## config.mk

```make
export PLATFORM = sky130hd
export DESIGN_NAME = prime_test_unit
export DESIGN_NICKNAME = d
export VERILOG_FILES = /design/src/rtl/pt_pkg.sv /design/src/rtl/pt_front.sv /design/src/rtl/pt_queue.sv /design/src/rtl/pt_back.sv /design/src/rtl/prime_test_unit.sv
export SDC_FILE = /design/constraint.sdc
export NUM_CORES = 1
export LEC_CHECK = 0
export ABC_CLOCK_PERIOD_IN_PS = 12200
export BUFFER_PORTS_ARGS = -buffer_cell sky130_fd_sc_hd__clkbuf_2
export CAP_MARGIN = 5
export CORE_MARGIN = 2
export CORE_UTILIZATION = 65
export DETAILED_ROUTE_END_ITERATION = 12
export GPL_ROUTABILITY_DRIVEN = 0
export PLACE_DENSITY = 0.93
export SYNTH_ARGS = -nofsm -noshare
export SYNTH_HDL_FRONTEND = slang
export SYNTH_SLANG_ARGS = --single-unit
```

## constraint.sdc

```tcl
create_clock -name clk -period 12.2 [get_ports clk]
set_input_delay 0.61 -clock clk [delete_from_list [all_inputs] [get_ports clk]]
set_output_delay 0.61 -clock clk [all_outputs]
set_load 0.05 [all_outputs]
```

## src/rtl/pt_pkg.sv

```systemverilog
package pt_pkg;

  // Default width of the tested number.
  localparam int DATA_WIDTH_DEFAULT = 32;

  // Number of entries in the queue between the classifier and the divider.
  localparam int QUEUE_DEPTH = 2;

  // The first odd trial divisor and its square.
  localparam int FIRST_DIVISOR = 3;
  localparam int FIRST_SQUARE  = FIRST_DIVISOR * FIRST_DIVISOR;

  // Step that takes the square of an odd divisor d to the square of d + 2 is 4d + 4.
  localparam int DIVISOR_STEP = 2;
  localparam int SQUARE_STEP  = 4;

  // Verdict of the front classifier for one beat.
  typedef struct packed {
    logic decided;  // answer already known, no trial division needed
    logic flag;     // the answer when decided is set
  } pt_class_t;

endpackage

```

## src/rtl/pt_front.sv

```systemverilog
module pt_front #(
  parameter int DATA_WIDTH = 32
) (
  input  logic                  in_valid,
  output logic                  in_stall,
  input  logic [DATA_WIDTH-1:0] number,
  input  logic                  full,
  output logic                  push,
  output logic [DATA_WIDTH-1:0] push_value,
  output pt_pkg::pt_class_t     push_class
);
  import pt_pkg::*;

  logic negative;
  logic below_two;
  logic is_two;
  logic is_even;

  // Negative values, 0, 1 and every even value are settled here without division.
  assign negative  = number[DATA_WIDTH-1];
  assign below_two = (number[DATA_WIDTH-1:1] == '0);
  assign is_two    = (number == DATA_WIDTH'(2));
  assign is_even   = ~number[0];

  assign push_class.decided = negative | below_two | is_even;
  assign push_class.flag    = is_two;

  assign push       = in_valid & ~full;
  assign in_stall   = full;
  assign push_value = number;

endmodule

```

## src/rtl/pt_queue.sv

```systemverilog
module pt_queue #(
  parameter int WIDTH = 34,
  parameter int DEPTH = 2
) (
  input  logic             clk,
  input  logic             rst,
  input  logic             push,
  input  logic [WIDTH-1:0] push_data,
  output logic             full,
  input  logic             pop,
  output logic             not_empty,
  output logic [WIDTH-1:0] pop_data
);
  import pt_pkg::*;

  localparam int PW = (DEPTH > 1) ? $clog2(DEPTH) : 1;
  localparam int CW = $clog2(DEPTH + 1);

  logic [WIDTH-1:0] entry [DEPTH];
  logic [PW-1:0]    wr_ptr;
  logic [PW-1:0]    rd_ptr;
  logic [CW-1:0]    count;

  assign full      = (count == CW'(DEPTH));
  assign not_empty = (count != '0);
  assign pop_data  = entry[rd_ptr];

  always_ff @(posedge clk) begin
    if (push && !full) begin
      entry[wr_ptr] <= push_data;
    end
  end

  always_ff @(posedge clk) begin
    if (rst) begin
      wr_ptr <= '0;
      rd_ptr <= '0;
      count  <= '0;
    end else begin
      if (push && !full) begin
        wr_ptr <= (wr_ptr == PW'(DEPTH - 1)) ? '0 : wr_ptr + PW'(1);
      end
      if (pop && not_empty) begin
        rd_ptr <= (rd_ptr == PW'(DEPTH - 1)) ? '0 : rd_ptr + PW'(1);
      end
      case ({push && !full, pop && not_empty})
        2'b10:   count <= count + CW'(1);
        2'b01:   count <= count - CW'(1);
        default: count <= count;
      endcase
    end
  end

endmodule

```

## src/rtl/pt_back.sv

```systemverilog
module pt_back #(
  parameter int DATA_WIDTH = 32
) (
  input  logic                  clk,
  input  logic                  rst,
  input  logic                  q_valid,
  input  logic [DATA_WIDTH-1:0] q_value,
  input  pt_pkg::pt_class_t     q_class,
  output logic                  pop,
  output logic                  out_valid,
  input  logic                  out_stall,
  output logic                  is_prime_flag
);
  import pt_pkg::*;

  localparam int W  = DATA_WIDTH;
  localparam int CW = $clog2(DATA_WIDTH);

  localparam logic [1:0] ST_IDLE  = 2'd0;
  localparam logic [1:0] ST_CHECK = 2'd1;
  localparam logic [1:0] ST_DIV   = 2'd2;
  localparam logic [1:0] ST_DONE  = 2'd3;

  logic [1:0]    state;
  logic [W-1:0]  value;
  logic [W-1:0]  divisor;
  logic [W:0]    square;
  logic [W-1:0]  rem;
  logic [CW-1:0] bit_idx;
  logic          verdict;

  logic [W:0]    trial;
  logic [W:0]    trial_sub;
  logic          trial_ge;
  logic [W-1:0]  rem_next;
  logic [W:0]    square_next;
  logic          out_free;

  // One restoring division step: bring in the next dividend bit and subtract if it fits.
  assign trial     = {rem, value[bit_idx]};
  assign trial_ge  = (trial >= {1'b0, divisor});
  assign trial_sub = trial - {1'b0, divisor};
  assign rem_next  = trial_ge ? trial_sub[W-1:0] : trial[W-1:0];

  // (d + 2)^2 = d^2 + 4d + 4, so the square follows the divisor with one add.
  assign square_next = square + {divisor[W-2:0], 2'b00} + (W+1)'(SQUARE_STEP);

  assign out_free = ~out_valid | ~out_stall;
  assign pop      = (state == ST_IDLE) & q_valid;

  always_ff @(posedge clk) begin
    if (rst) begin
      state     <= ST_IDLE;
      out_valid <= 1'b0;
    end else begin
      // A beat leaving the output register is replaced right away in ST_DONE.
      if (out_valid && !out_stall && (state != ST_DONE)) begin
        out_valid <= 1'b0;
      end
      unique case (state)
        ST_IDLE: begin
          if (q_valid) begin
            state <= q_class.decided ? ST_DONE : ST_CHECK;
          end
        end
        ST_CHECK: begin
          state <= (square > {1'b0, value}) ? ST_DONE : ST_DIV;
        end
        ST_DIV: begin
          if (bit_idx == '0) begin
            state <= (rem_next == '0) ? ST_DONE : ST_CHECK;
          end
        end
        ST_DONE: begin
          if (out_free) begin
            out_valid <= 1'b1;
            state     <= ST_IDLE;
          end
        end
        default: state <= ST_IDLE;
      endcase
    end
  end

  always_ff @(posedge clk) begin
    unique case (state)
      ST_IDLE: begin
        value   <= q_value;
        verdict <= q_class.flag;
        divisor <= W'(FIRST_DIVISOR);
        square  <= (W+1)'(FIRST_SQUARE);
      end
      ST_CHECK: begin
        verdict <= 1'b1;
        rem     <= '0;
        bit_idx <= CW'(W - 1);
      end
      ST_DIV: begin
        rem     <= rem_next;
        bit_idx <= bit_idx - CW'(1);
        if (bit_idx == '0) begin
          verdict <= 1'b0;
          divisor <= divisor + W'(DIVISOR_STEP);
          square  <= square_next;
        end
      end
      ST_DONE: begin
        if (out_free) begin
          is_prime_flag <= verdict;
        end
      end
      default: begin
        verdict <= 1'b0;
      end
    endcase
  end

endmodule

```

## src/rtl/prime_test_unit.sv

```systemverilog
// Trial-division primality test. Each input beat carries one signed number of
// DATA_WIDTH bits, and each output beat returns is_prime_flag, which is 1
// exactly when that number is prime; results leave in the order the numbers
// arrived. A front classifier settles negative values, 0, 1, 2 and every even
// value at once and writes each beat into a two-entry queue, so the input keeps
// flowing while the back end works, until the queue is full. The back end tries
// odd divisors from 3 upward while the divisor squared does not exceed the
// number, using one serial restoring divider that produces one quotient bit per
// cycle. A number settled by the classifier passes through the queue and the
// IDLE and DONE states into the output register without division. Each trial
// divisor for an odd number costs one bound check plus DATA_WIDTH divide steps.
// Numbers are processed one at a time in the back end; up to two more wait in
// the queue and one finished result waits in the output register.
module prime_test_unit #(
  parameter int DATA_WIDTH = pt_pkg::DATA_WIDTH_DEFAULT
) (
  input  logic                  clk,
  input  logic                  rst,
  input  logic                  in_valid,
  output logic                  in_stall,
  input  logic [DATA_WIDTH-1:0] number,
  output logic                  out_valid,
  input  logic                  out_stall,
  output logic                  is_prime_flag
);
  import pt_pkg::*;

  // Queue entries hold the number together with the classifier's verdict.
  localparam int QW = DATA_WIDTH + $bits(pt_class_t);

  logic                  push;
  logic                  full;
  logic [DATA_WIDTH-1:0] push_value;
  pt_class_t             push_class;
  logic                  pop;
  logic                  q_valid;
  logic [QW-1:0]         q_data;
  logic [DATA_WIDTH-1:0] q_value;
  pt_class_t             q_class;

  pt_front #(
    .DATA_WIDTH(DATA_WIDTH)
  ) u_front (
    .in_valid  (in_valid),
    .in_stall  (in_stall),
    .number    (number),
    .full      (full),
    .push      (push),
    .push_value(push_value),
    .push_class(push_class)
  );

  pt_queue #(
    .WIDTH(QW),
    .DEPTH(QUEUE_DEPTH)
  ) u_queue (
    .clk      (clk),
    .rst      (rst),
    .push     (push),
    .push_data({push_value, push_class}),
    .full     (full),
    .pop      (pop),
    .not_empty(q_valid),
    .pop_data (q_data)
  );

  // Split the queue word back into the number and its verdict.
  assign q_value = q_data[QW-1 -: DATA_WIDTH];
  assign q_class = q_data[$bits(pt_class_t)-1:0];

  pt_back #(
    .DATA_WIDTH(DATA_WIDTH)
  ) u_back (
    .clk          (clk),
    .rst          (rst),
    .q_valid      (q_valid),
    .q_value      (q_value),
    .q_class      (q_class),
    .pop          (pop),
    .out_valid    (out_valid),
    .out_stall    (out_stall),
    .is_prime_flag(is_prime_flag)
  );

endmodule

```

# --- Yosys cells after proc, flatten, opt, wreduce, memory -nomap -nowiden ---
# Memories as Yosys holds them, arrays and structs flattened. A register that Yosys moved wholly into a read port is not among the register bits.
# Cells that the tools add are included.
word_totals:
  ff_bits: 143
  ramBits: 68
  elab_cells: 92
  mem_count: 1
op_classes:
  n_addsub: 9
  order_cmp: 3
  eq_ne: 11
  muxes: 28
  n_bitwise: 9
  reduce_logical: 19
mem_list:
  columns: ["name", "depth", "width", "read_ports", "rd_ports_with_merged_regs", "write_ports", "line_no", "rtl"]
  rows:
  - ["u_queue.entry", 2, 34, 1, 1, 1, "pt_queue.sv:19", "logic [WIDTH-1:0] entry [DEPTH];"]
ops:
  columns: ["operator", "n"]
  rows:
  - ["one-hot mux 32 bit (2 select lines)", 2]
  - ["one-hot mux 33 bit (2 select lines)", 1]
  - ["two-way mux 32 bit", 2]
  - ["adder 33 x 3 -> 33 bit (second input constant)", 1]
  - ["adder 33 bit", 1]
  - ["greater-or-equal comparator 33 x 32 -> 1 bit", 1]
  - ["greater-than comparator 33 x 32 -> 1 bit", 1]
  - ["two-way mux 33 bit", 1]
  - ["adder 32 x 2 -> 32 bit (second input constant)", 1]
  - ["equality test 32 x 2 -> 1 bit (second input constant)", 1]
  - ["zero test 32 bit", 1]
  - ["subtractor 32 bit", 1]
  - ["zero test 31 bit", 1]
  - ["two-way mux 1 bit", 12]
  - ["two-way mux 2 bit", 5]
  - ["one-hot mux 5 bit (2 select lines)", 1]
  - ["equality test 2 bit (second input constant)", 4]
  - ["one-hot mux 2 bit (4 select lines)", 1]
  - ["nonzero test 2 bit", 4]
  - ["less-than comparator 5 x 6 -> 1 bit (second input constant)", 1]
  - ["inequality test 2 x 1 -> 1 bit (second input constant)", 3]
  - ["AND reduction 2 bit", 3]
  - ["binary-select mux 1 bit (select 5 bit)", 1]
  - ["zero test 5 bit", 1]
  - ["16 further kinds", 28]

# --- Depth between registers and ports, before layout ---
# Gate-level depths: netlist of the first run.
logic_depth:
  depth_word: 8
  ltp_mapped: 19

# --- Cells and area by module ---
# A second synthesis of the first run with hierarchy kept.
hier_totals:
  cells_unflattened: 1279
  area_unflattened_um2: 13609.3
modules_own_cells:
  columns: ["module", "n_inst", "cells_per_inst", "area_each_um2", "seq_area_each_um2"]
  rows:
  - ["pt_back", 1, 1099, 10581.4, 4023.9]
  - ["pt_queue", 1, 132, 2671.3, 2142.1]
  - ["pt_front", 1, 48, 356.6, 0.0]

# --- Worst setup path after synthesis of the first run ---
# OpenSTA, ideal clock, no wires.
synth_timing:
  path_type: "register -> register"
  start: "reg u_back.bit_idx[0]"
  end: "reg u_back.state[1]"
  setup_time_ps: 59
  arrival_time_ps: 4797
  setup_slack_ps: 7344
  path_stages_with_launch: 19
  n_path_buf: 1
  cell_sequence: "edfxtp_1 > buf_6 > mux4_2 > mux4_2 > nand2b_4 > nand2_1 > inv_1 > fa_1 > a21o_1 > a221o_1 > a32o_1 > nor2_1 > xnor2_1 > or4_1 > or4_1 > nor4_1 > nand3_1 > o31ai_1 > a41o_1"
synth_between:
  elab_chain_len: 8
  word_cells_on_any_way: 12
synth_lines:
  columns: ["element", "line_no", "rtl"]
  rows:
  - ["start: declaration", "pt_back.sv:29", "logic [CW-1:0] bit_idx;"]
  - ["start signal: assignment", "pt_back.sv:96", "bit_idx <= CW'(W - 1);"]
  - ["start signal: assignment", "pt_back.sv:100", "bit_idx <= bit_idx - CW'(1);"]
  - ["binary-select mux 1 bit (select 5 bit)", "pt_back.sv:40", "assign trial = {rem, value[bit_idx]};"]
  - ["two-way mux 1 bit (not written as such)", "pt_back.sv:40", null]
  - ["subtractor 32 bit or greater-or-equal comparator 33 x 32 -> 1 bit (tied branches)", "pt_back.sv:42, pt_back.sv:41", null]
  - ["two-way mux 32 bit", "pt_back.sv:43", "assign rem_next = trial_ge ? trial_sub[W-1:0] : trial[W-1:0];"]
  - ["zero test 32 bit", "pt_back.sv:71", "state <= (rem_next == '0) ? ST_DONE : ST_CHECK;"]
  - ["two-way mux 2 bit", "pt_back.sv:71", null]
  - ["two-way mux 2 bit", "pt_back.sv:70", "if (bit_idx == '0) begin"]
  - ["one-hot mux 2 bit (4 select lines)", "pt_back.sv:60", "unique case (state)"]
  - ["end signal: assignment", "pt_back.sv:63", "state <= q_class.decided ? ST_DONE : ST_CHECK;"]
  - ["end signal: assignment", "pt_back.sv:67", "state <= (square > {1'b0, value}) ? ST_DONE : ST_DIV;"]
  - ["end signal: assignment", "pt_back.sv:71", null]
  - ["end: declaration", "pt_back.sv:24", "logic [1:0] state;"]
# Several ways; a longest one is shown, not always the timed one. The select of a mux whose other input is x is not followed.
# A chain may end at the register's enable or synchronous reset.

# --- Worst setup path after layout of the first run ---
layout_timing:
  start: "reg u_back.bit_idx[1]"
  end: "reg u_back.state[1]"
# The elaborated chain is that of the path after synthesis.

==> results of run 1 <==
## per-stage QoR
stage                     setup WS, ns   util  std cells  hold WS [ns]
after floorplan                   7.34      -       1202         0.400
after global placement            6.73  0.691       1478         0.414
after detailed placement          6.51  0.691       1478         0.422
after CTS                         6.49  0.727       1517         0.271
after global routing              6.13  0.727       1517         0.271
final                             6.38  0.727       1517         0.283
## registers in the layout (all words and copies together), names as in the netlist, named ones only
name                  cells
u_back.bit_idx            5
u_queue.entry            68
u_queue.wr_ptr            1
u_back.square            30
u_back.divisor           31
u_back.rem               32
u_queue.rd_ptr            1
u_queue.count             2
u_back.state              2
u_back.is_prime_flag      1
u_back.out_valid          1
u_back.value             32
u_back.verdict            1
## cells in the mapped netlist (6+ instances only)
library cell | number | area share
a21oi_1 | 77 | 0.029
xor2_1 | 29 | 0.019
a31oi_1 | 9 | 0.0043
edfxtp_1 | 200 | 0.46
inv_1 | 81 | 0.023
dfxtp_1 | 8 | 0.012
o21bai_1 | 8 | 0.0046
nor2b_1 | 12 | 0.0057
a211oi_1 | 6 | 0.0034
o21a_1 | 14 | 0.0080
mux4_2 | 7 | 0.012
clkbuf_1 | 28 | 0.0080
xnor2_1 | 57 | 0.038
mux2_2 | 32 | 0.028
nor2_1 | 121 | 0.035
nand4_1 | 28 | 0.013
a21o_1 | 36 | 0.021
and2_1 | 12 | 0.0057
nor3_1 | 18 | 0.0069
o21ai_0 | 43 | 0.016
and3_1 | 12 | 0.0057
nor4_1 | 20 | 0.0096
nand2_1 | 67 | 0.019
nand3_1 | 28 | 0.011
nand2b_1 | 13 | 0.0062
mux2i_1 | 34 | 0.026
ha_1 | 126 | 0.12
## path summary, 6_finish.rpt
check	end	slack (ns)
setup / recovery	u_back.state[1]$_SDFFE_PP0P_	6.38
hold / removal	u_queue.entry[0][29]$_DFFE_PP_	0.28
setup reg to reg	u_back.state[1]$_SDFFE_PP0P_	6.38
hold reg to reg	u_back.is_prime_flag$_DFFE_PP_	0.44
## area by class of cell
cell class / count / area (sq um) / area share
clock inverter: 12 / 139 / 0.00975
timing repair buffer: 46 / 250 / 0.0176
multi-input combinational: 877 / 6490 / 0.455
sequential: 208 / 6170 / 0.433
inverter: 82 / 308 / 0.0216
clock buffer: 27 / 569 / 0.0400
tap: 265 / 332 / 0.0233
## layer usage
layer	vias up	global-route usage
met5	-	0
met3	109	0.0364
met4	0	0.117
met1	4550	0.346
li1	4507	-
met2	419	0.464
## cell families after synthesis
family,Yosys count
compound gates,229
xor+xnor,86
fa+ha+maj,128
buf+inv,117
flops,208
mux,73
simple gates,361
==> impl_results.md, run 1 <==
- Status: finished, final reports clean
- Final setup viols: 0
- Area of placed instances: approximately 0.014 sq mm
- Met3 WL: approximately 2000 um
- H-tree Lvls: 1
- Delay-heaviest family, CP: simple AND/OR/NAND/NOR gates
- Synth Warn #: 0
- Post-synthesis mux area share: 0.0656
- Mean Syn Cell Area: about 11 sq um
- Die X: 146 um
- CP peak stage delay: 0.79 ns
- Ratio of cells with drive above 1 in the final layout: 0.105
- Reg2Reg Depth: 17
- Top Layer Used: met4
- Die Ht: 146 um
- Fillers: 1298
- Initial antenna violation count: 1
- Mapped cell area: 0.0131 sq mm
- Worst-margin pin slew: between 1 and 1.5 ns
- GRT Total Usage: 0.271
- Crit. Startpoint: u_back.bit_idx[1]$_SDFFCE_PP1P_
- Routed via count: 9585
- Final Cycle Share: 0.477
- Met2 routed wirelength: 14000 um
- Antenna-violating nets left: 0
- Most used DFF post-synth: edfxtp_1
- Most common cell after layout, fill and taps aside: edfxtp_1
- Post-Synth Adder-Cell Area: 0.124
- EDFF count, synth: 200
- Hold-fix buffers, CTS: 0
- Worst-path cell chain: mux4_2 -> mux4_2 -> nand2b_4 -> nand2_1 -> inv_1 -> fa_1 -> a21o_1 -> a221o_1 -> a32o_1 -> nor2_1 -> xnor2_1 -> or4_1 -> or4_1 -> nor4_1 -> nand3_1 -> o31ai_1 -> a41o_1
- Total of max-cap violations: 0
- Finished Cell Area: 0.0142 sq mm
- Routed vias/inst: 6.32
- Simple-gate share of the synthesized area: 0.136
- Total gr overflow: 0
- HP Start: number[27]
- Port Buf Inserts: 38
- Full die area: 0.0213 sq mm
- Post-Syn Instances: around 1200
- Core Region: 0.0196 sq mm
- Synth Area in Compound Gates: 0.112
- Final HPWL DP: 20600 um
- Worst Path Buf+Inv: 1
- Clk root buf: clkbuf_16
- CTS tree: built
- Pin count of the biggest net entering global routing: between 80 and 90
- Final WL: 29000 um
- Max Slew Vio Count: 0
- Worst Hold Class: input port to register
- P&R area growth vs syn: 8.89%
- Post-CTS setup buffer count: 0
- Critical path type: register to register
- CP Data Arrival Time: about 6.3 ns
- Syn nets: about 1400
- Worst R2R Start: u_back.bit_idx[1]$_SDFFCE_PP1P_
- Met1 WL: 11600 um
- Largest family of logic cells by synthesized area: simple AND/OR/NAND/NOR gates
- NumNets Final: about 1400
- Hold Violations, Final: 0
- DRC: 0
- Setup TNS Final: 0 ns
- Hold Path Cell Cnt: 1
- Stages on the worst setup path: 17
- Post-Synth XOR/XNOR Area: 0.0576
- #FFs+latches synth: 208
- Crit path capture type: register
- Clock transition at path regs: 0.06 ns
- Required time worst endpoint: 12.67 ns
- TritonCTS buffer count: 22
- Post-CTS Resized: 0
- DR iter-0 viols: 783
- Clk buf depth: 3
- Register area share after synthesis: 0.471
- Max_slew headroom: 0.187
- Fmax: roughly 170 MHz
- Post-synth cell types: 65
- Async set-reset flop share out of synthesis: 0
- Clock sinks: 208
- Wire per inst: 19.1 um
- Initial Util: 0.668
- Drt first pass iters: 6
- CP max-delay cell: edfxtp_1
- Critical path peak fanout: 14
- RSZ-0062 raised after global routing: false
- First-pass GRT wire length: 46800 um
- Crit path launch type: register
- Worst skew pair latency: 0.53 ns
- Most frequent cells in the layout: edfxtp_1 (200), ha_1 (126), nor2_1 (120)
- # IOs: 39
- Vias in the first global route: 9524
- Antenna cells: 0
- Period minus WS final: 5.82 ns
- # rows: between 50 and 60
- Worst clock skew: 0.0199 ns
Power of run 1 is not shown: default switching activity piles up to over one toggle a cycle in this logic, so the estimate is an artifact.
==> run 2, diff against run 1 <==
--- a/config.mk
+++ b/config.mk
@@ -5,14 +5,15 @@
 export SDC_FILE = /design/constraint.sdc
 export NUM_CORES = 1
 export LEC_CHECK = 0
-export ABC_CLOCK_PERIOD_IN_PS = 12200
+export ABC_AREA = 1
+export ABC_CLOCK_PERIOD_IN_PS = 5200
 export BUFFER_PORTS_ARGS = -buffer_cell sky130_fd_sc_hd__clkbuf_2
 export CAP_MARGIN = 5
 export CORE_MARGIN = 2
-export CORE_UTILIZATION = 65
+export CORE_UTILIZATION = 57
 export DETAILED_ROUTE_END_ITERATION = 12
 export GPL_ROUTABILITY_DRIVEN = 0
-export PLACE_DENSITY = 0.93
+export PLACE_DENSITY = 0.87
 export SYNTH_ARGS = -nofsm -noshare
 export SYNTH_HDL_FRONTEND = slang
 export SYNTH_SLANG_ARGS = --single-unit
==> constraint.sdc (replaced) <==
create_clock -name clk -period 5.2 [get_ports clk]
set_input_delay 0.26 -clock clk [delete_from_list [all_inputs] [get_ports clk]]
set_output_delay 0.26 -clock clk [all_outputs]
set_load 0.05 [all_outputs]
==> impl_results.md, run 2 <==
- Post-CTS setup buffer count: 0
- RSZ-0062 raised after global routing: false
- Post-CTS Resized: 0
- Cell mode on critical path: nand2_1
- Worst R2R Setup Slack: 0.73 ns
- Hold slack: 0.0612 ns
- Top Registers: u_queue.entry: 68 flops, u_back.rem: 32 flops, u_back.value: 32 flops
- Vias in the first global route: 11400
- # rows: 56
- DRC: 0
- Hold Violations, Final: 0
- Port Buf Inserts: 38
- Synth top cells by count: nand2_1 (386), edfxtp_1 (200), inv_1 (181)
- Max_slew headroom: 0.453
- Area of placed instances: 0.0141 sq mm
- Yosys top cell area share: 0.443
- Crit path capture type: register
- Clk buf depth: 3
- Reg2Reg Depth: 23
- Critical path peak fanout: 48
- Post-Syn Instances: about 1600
- Synth Warn #: 0
- P&R area growth vs syn: 11.2%
- Final HPWL DP: ~23000 um
- Most frequent cells in the layout: nand2_1 (386), edfxtp_1 (200), inv_1 (181)
- Status: finished, final reports clean
- Worst-path cell chain: inv_6 -> nand2_1 -> nand3_1 -> nand3_1 -> nand3_1 -> nand3_2 -> nand2_1 -> inv_1 -> ha_1 -> nand2_1 -> nor3_1 -> nand4_1 -> nand3_4 -> inv_2 -> o21ai_0 -> nand3_1 -> nor2_1 -> nand2_1 -> nor3_2 -> nand3_1 -> nand2_1 -> nand2_1 -> a21oi_2
- DP Worst Slack: between 0.9 and 1 ns
- Final Cycle Share: 0.859
- Ranking of synthesized cells by area: edfxtp_1 (44%), ha_1 (12%), nand2_1 (11%)
- Max Slew Vio Count: 0
- Largest Register: u_queue.entry
- Final setup viols: 0
- EDFF count, synth: 200
- Drt first pass iters: 7
- Most common cell in the netlist: nand2_1
- Ratio of cells with drive above 1 in the final layout: 0.0807
- Setup TNS Final: 0 ns
- DR iter-0 viols: 1166
- Die X: 158 um
- CP peak stage delay: between 0.7 and 0.8 ns
- Hold-fix buffers, CTS: 34
- Wire per inst: about 16 um
- #FFs+latches synth: 208
- Post-synth cell types: 55
- Routed via count: around 12000
- Worst Hold Class: input port to register
- Reg-to-reg critical path endpoint: u_back.state[1]$_SDFFE_PP0P_
- Crit path launch type: register
- Syn nets: 1746
- Worst skew pair latency: between 0.5 and 0.6 ns
- Pin count of the biggest net entering global routing: between 60 and 70
- Fmax: 224 MHz
- Finished Cell Area: 0.0151 sq mm
- # IOs: 39
- CTS tree: built
- Initial Util: 0.580
- Mapped cell area: 0.0136 sq mm
- Total gr overflow: 0
- GRT Total Usage: 0.266
- Initial antenna violation count: 0
- Fillers: 1823
- Most used DFF post-synth: edfxtp_1
- Worst setup margin: 0.732 ns
- Mean Syn Cell Area: 8.57 sq um
- Required time worst endpoint: 5.66 ns
- Antenna cells: 0
- Register area share after synthesis: 0.455
- Die Ht: 158 um
- Worst-margin pin slew: between 0.8 and 0.9 ns
- Clk root buf: clkbuf_16
- Final WL: 32400 um
- TritonCTS buffer count: 23
- HP Start: out_stall
- Synth area leader: edfxtp_1
- CP Data Arrival Time: 4.93 ns
- Critical path type: register to register
- Worst R2R Start: u_back.bit_idx[0]$_SDFFCE_PP1P_
- CP max-delay cell: edfxtp_1
- Worst Hold Endpoint: u_back.is_prime_flag$_DFFE_PP_
- Routed vias/inst: 5.78
- Clock sinks: 208
- First-pass GRT wire length: about 53000 um
- Full die area: 0.0250 sq mm
- Period minus WS final: 4.47 ns
- Antenna-violating nets left: 0
- H-tree Lvls: 1
- Worst clock skew: 0.0105 ns
- NumNets Final: 1822
- Total of max-cap violations: 0
- Async set-reset flop share out of synthesis: 0
- Clock transition at path regs: about 0.06 ns
- Hold Path Cell Cnt: 2
- Max reg flops: 68
- Core Region: 0.0234 sq mm
- Most common cell after layout, fill and taps aside: nand2_1
run 2: cell types whose count changed in the layout (fill, tap and decap cells not counted), moves of 18 or more:
cell	delta
a21o_1	-32
a21oi_1	+76
dlygate4sd3_1	+34
inv_1	+100
mux2_2	-32
mux2i_1	-34
nand2_1	+319
nand3_1	+58
nor2_1	+23
nor2_2	+18
o21ai_0	+38
xnor2_1	-51
xor2_1	-18
run 2: worst max-delay path by stage:
stage,slack [ns],cells past startpoint,startpoint,end
final,0.73,23,u_back.bit_idx[0]$_SDFFCE_PP1P_,u_back.state[1]$_SDFFE_PP0P_
after global placement,1.15,23,u_back.bit_idx[0]$_SDFFCE_PP1P_,u_back.state[1]$_SDFFE_PP0P_
after CTS,0.92,23,u_back.bit_idx[0]$_SDFFCE_PP1P_,u_back.state[1]$_SDFFE_PP0P_
after floorplan,0.18,4,u_back.state[0]$_SDFFE_PP0P_,u_back.divisor[10]$_SDFFCE_PP0P_
after global routing,0.33,23,u_back.bit_idx[0]$_SDFFCE_PP1P_,u_back.state[1]$_SDFFE_PP0P_
after detailed placement,0.94,23,u_back.bit_idx[0]$_SDFFCE_PP1P_,u_back.state[1]$_SDFFE_PP0P_
run 2: routing by layer:
layer | vias to the layer above | routed length, um | global-route usage
met1 | 5279 | 12800 | 0.325
met3 | 109 | 2460 | 0.0376
met2 | 533 | 16000 | 0.484
met5 | - | 0 | 0
met4 | 0 | 1170 | 0.0884
li1 | 5589 | - | -
run 2: final cells by class:
cell class,instances,area (sq um),area share
Tap cell,319,399,0.0265
Clock buffer,31,606,0.0401
Clock inverter,9,88.8,0.00589
Multi-Input combinational cell,1154,6510,0.432
Sequential cell,208,6170,0.409
Timing Repair Buffer,81,598,0.0396
Inverter,190,718,0.0476
run 2: metrics by stage:
stage	std cells	util
after floorplan	1582	-
after detailed placement	1918	0.601
after CTS	1992	0.645
after global routing	1992	0.645
final	1992	0.645
after global placement	1918	0.601
run 2: cell families after synthesis:
family | Yosys count | synth area share
AND/OR/NAND/NOR | 711 | 0.228
AO/OA/AOI/OAI | 298 | 0.121
adder cells (fa/ha/maj) | 128 | 0.119
buffers and inverters | 220 | 0.0664
flip-flops | 208 | 0.455
XOR/XNOR | 17 | 0.0110
run 2: worst max-delay path, delay by kind of cell, from the launching register on:
family	cells	cell delay, ns
AOI/OAI and AO/OA	2	0.41
adders and majority gates	1	0.15
buffers and inverters	3	0.57
DFF	1	0.74
and+or+nand+nor	17	2.51
Power of run 2 is left out for the same reason.
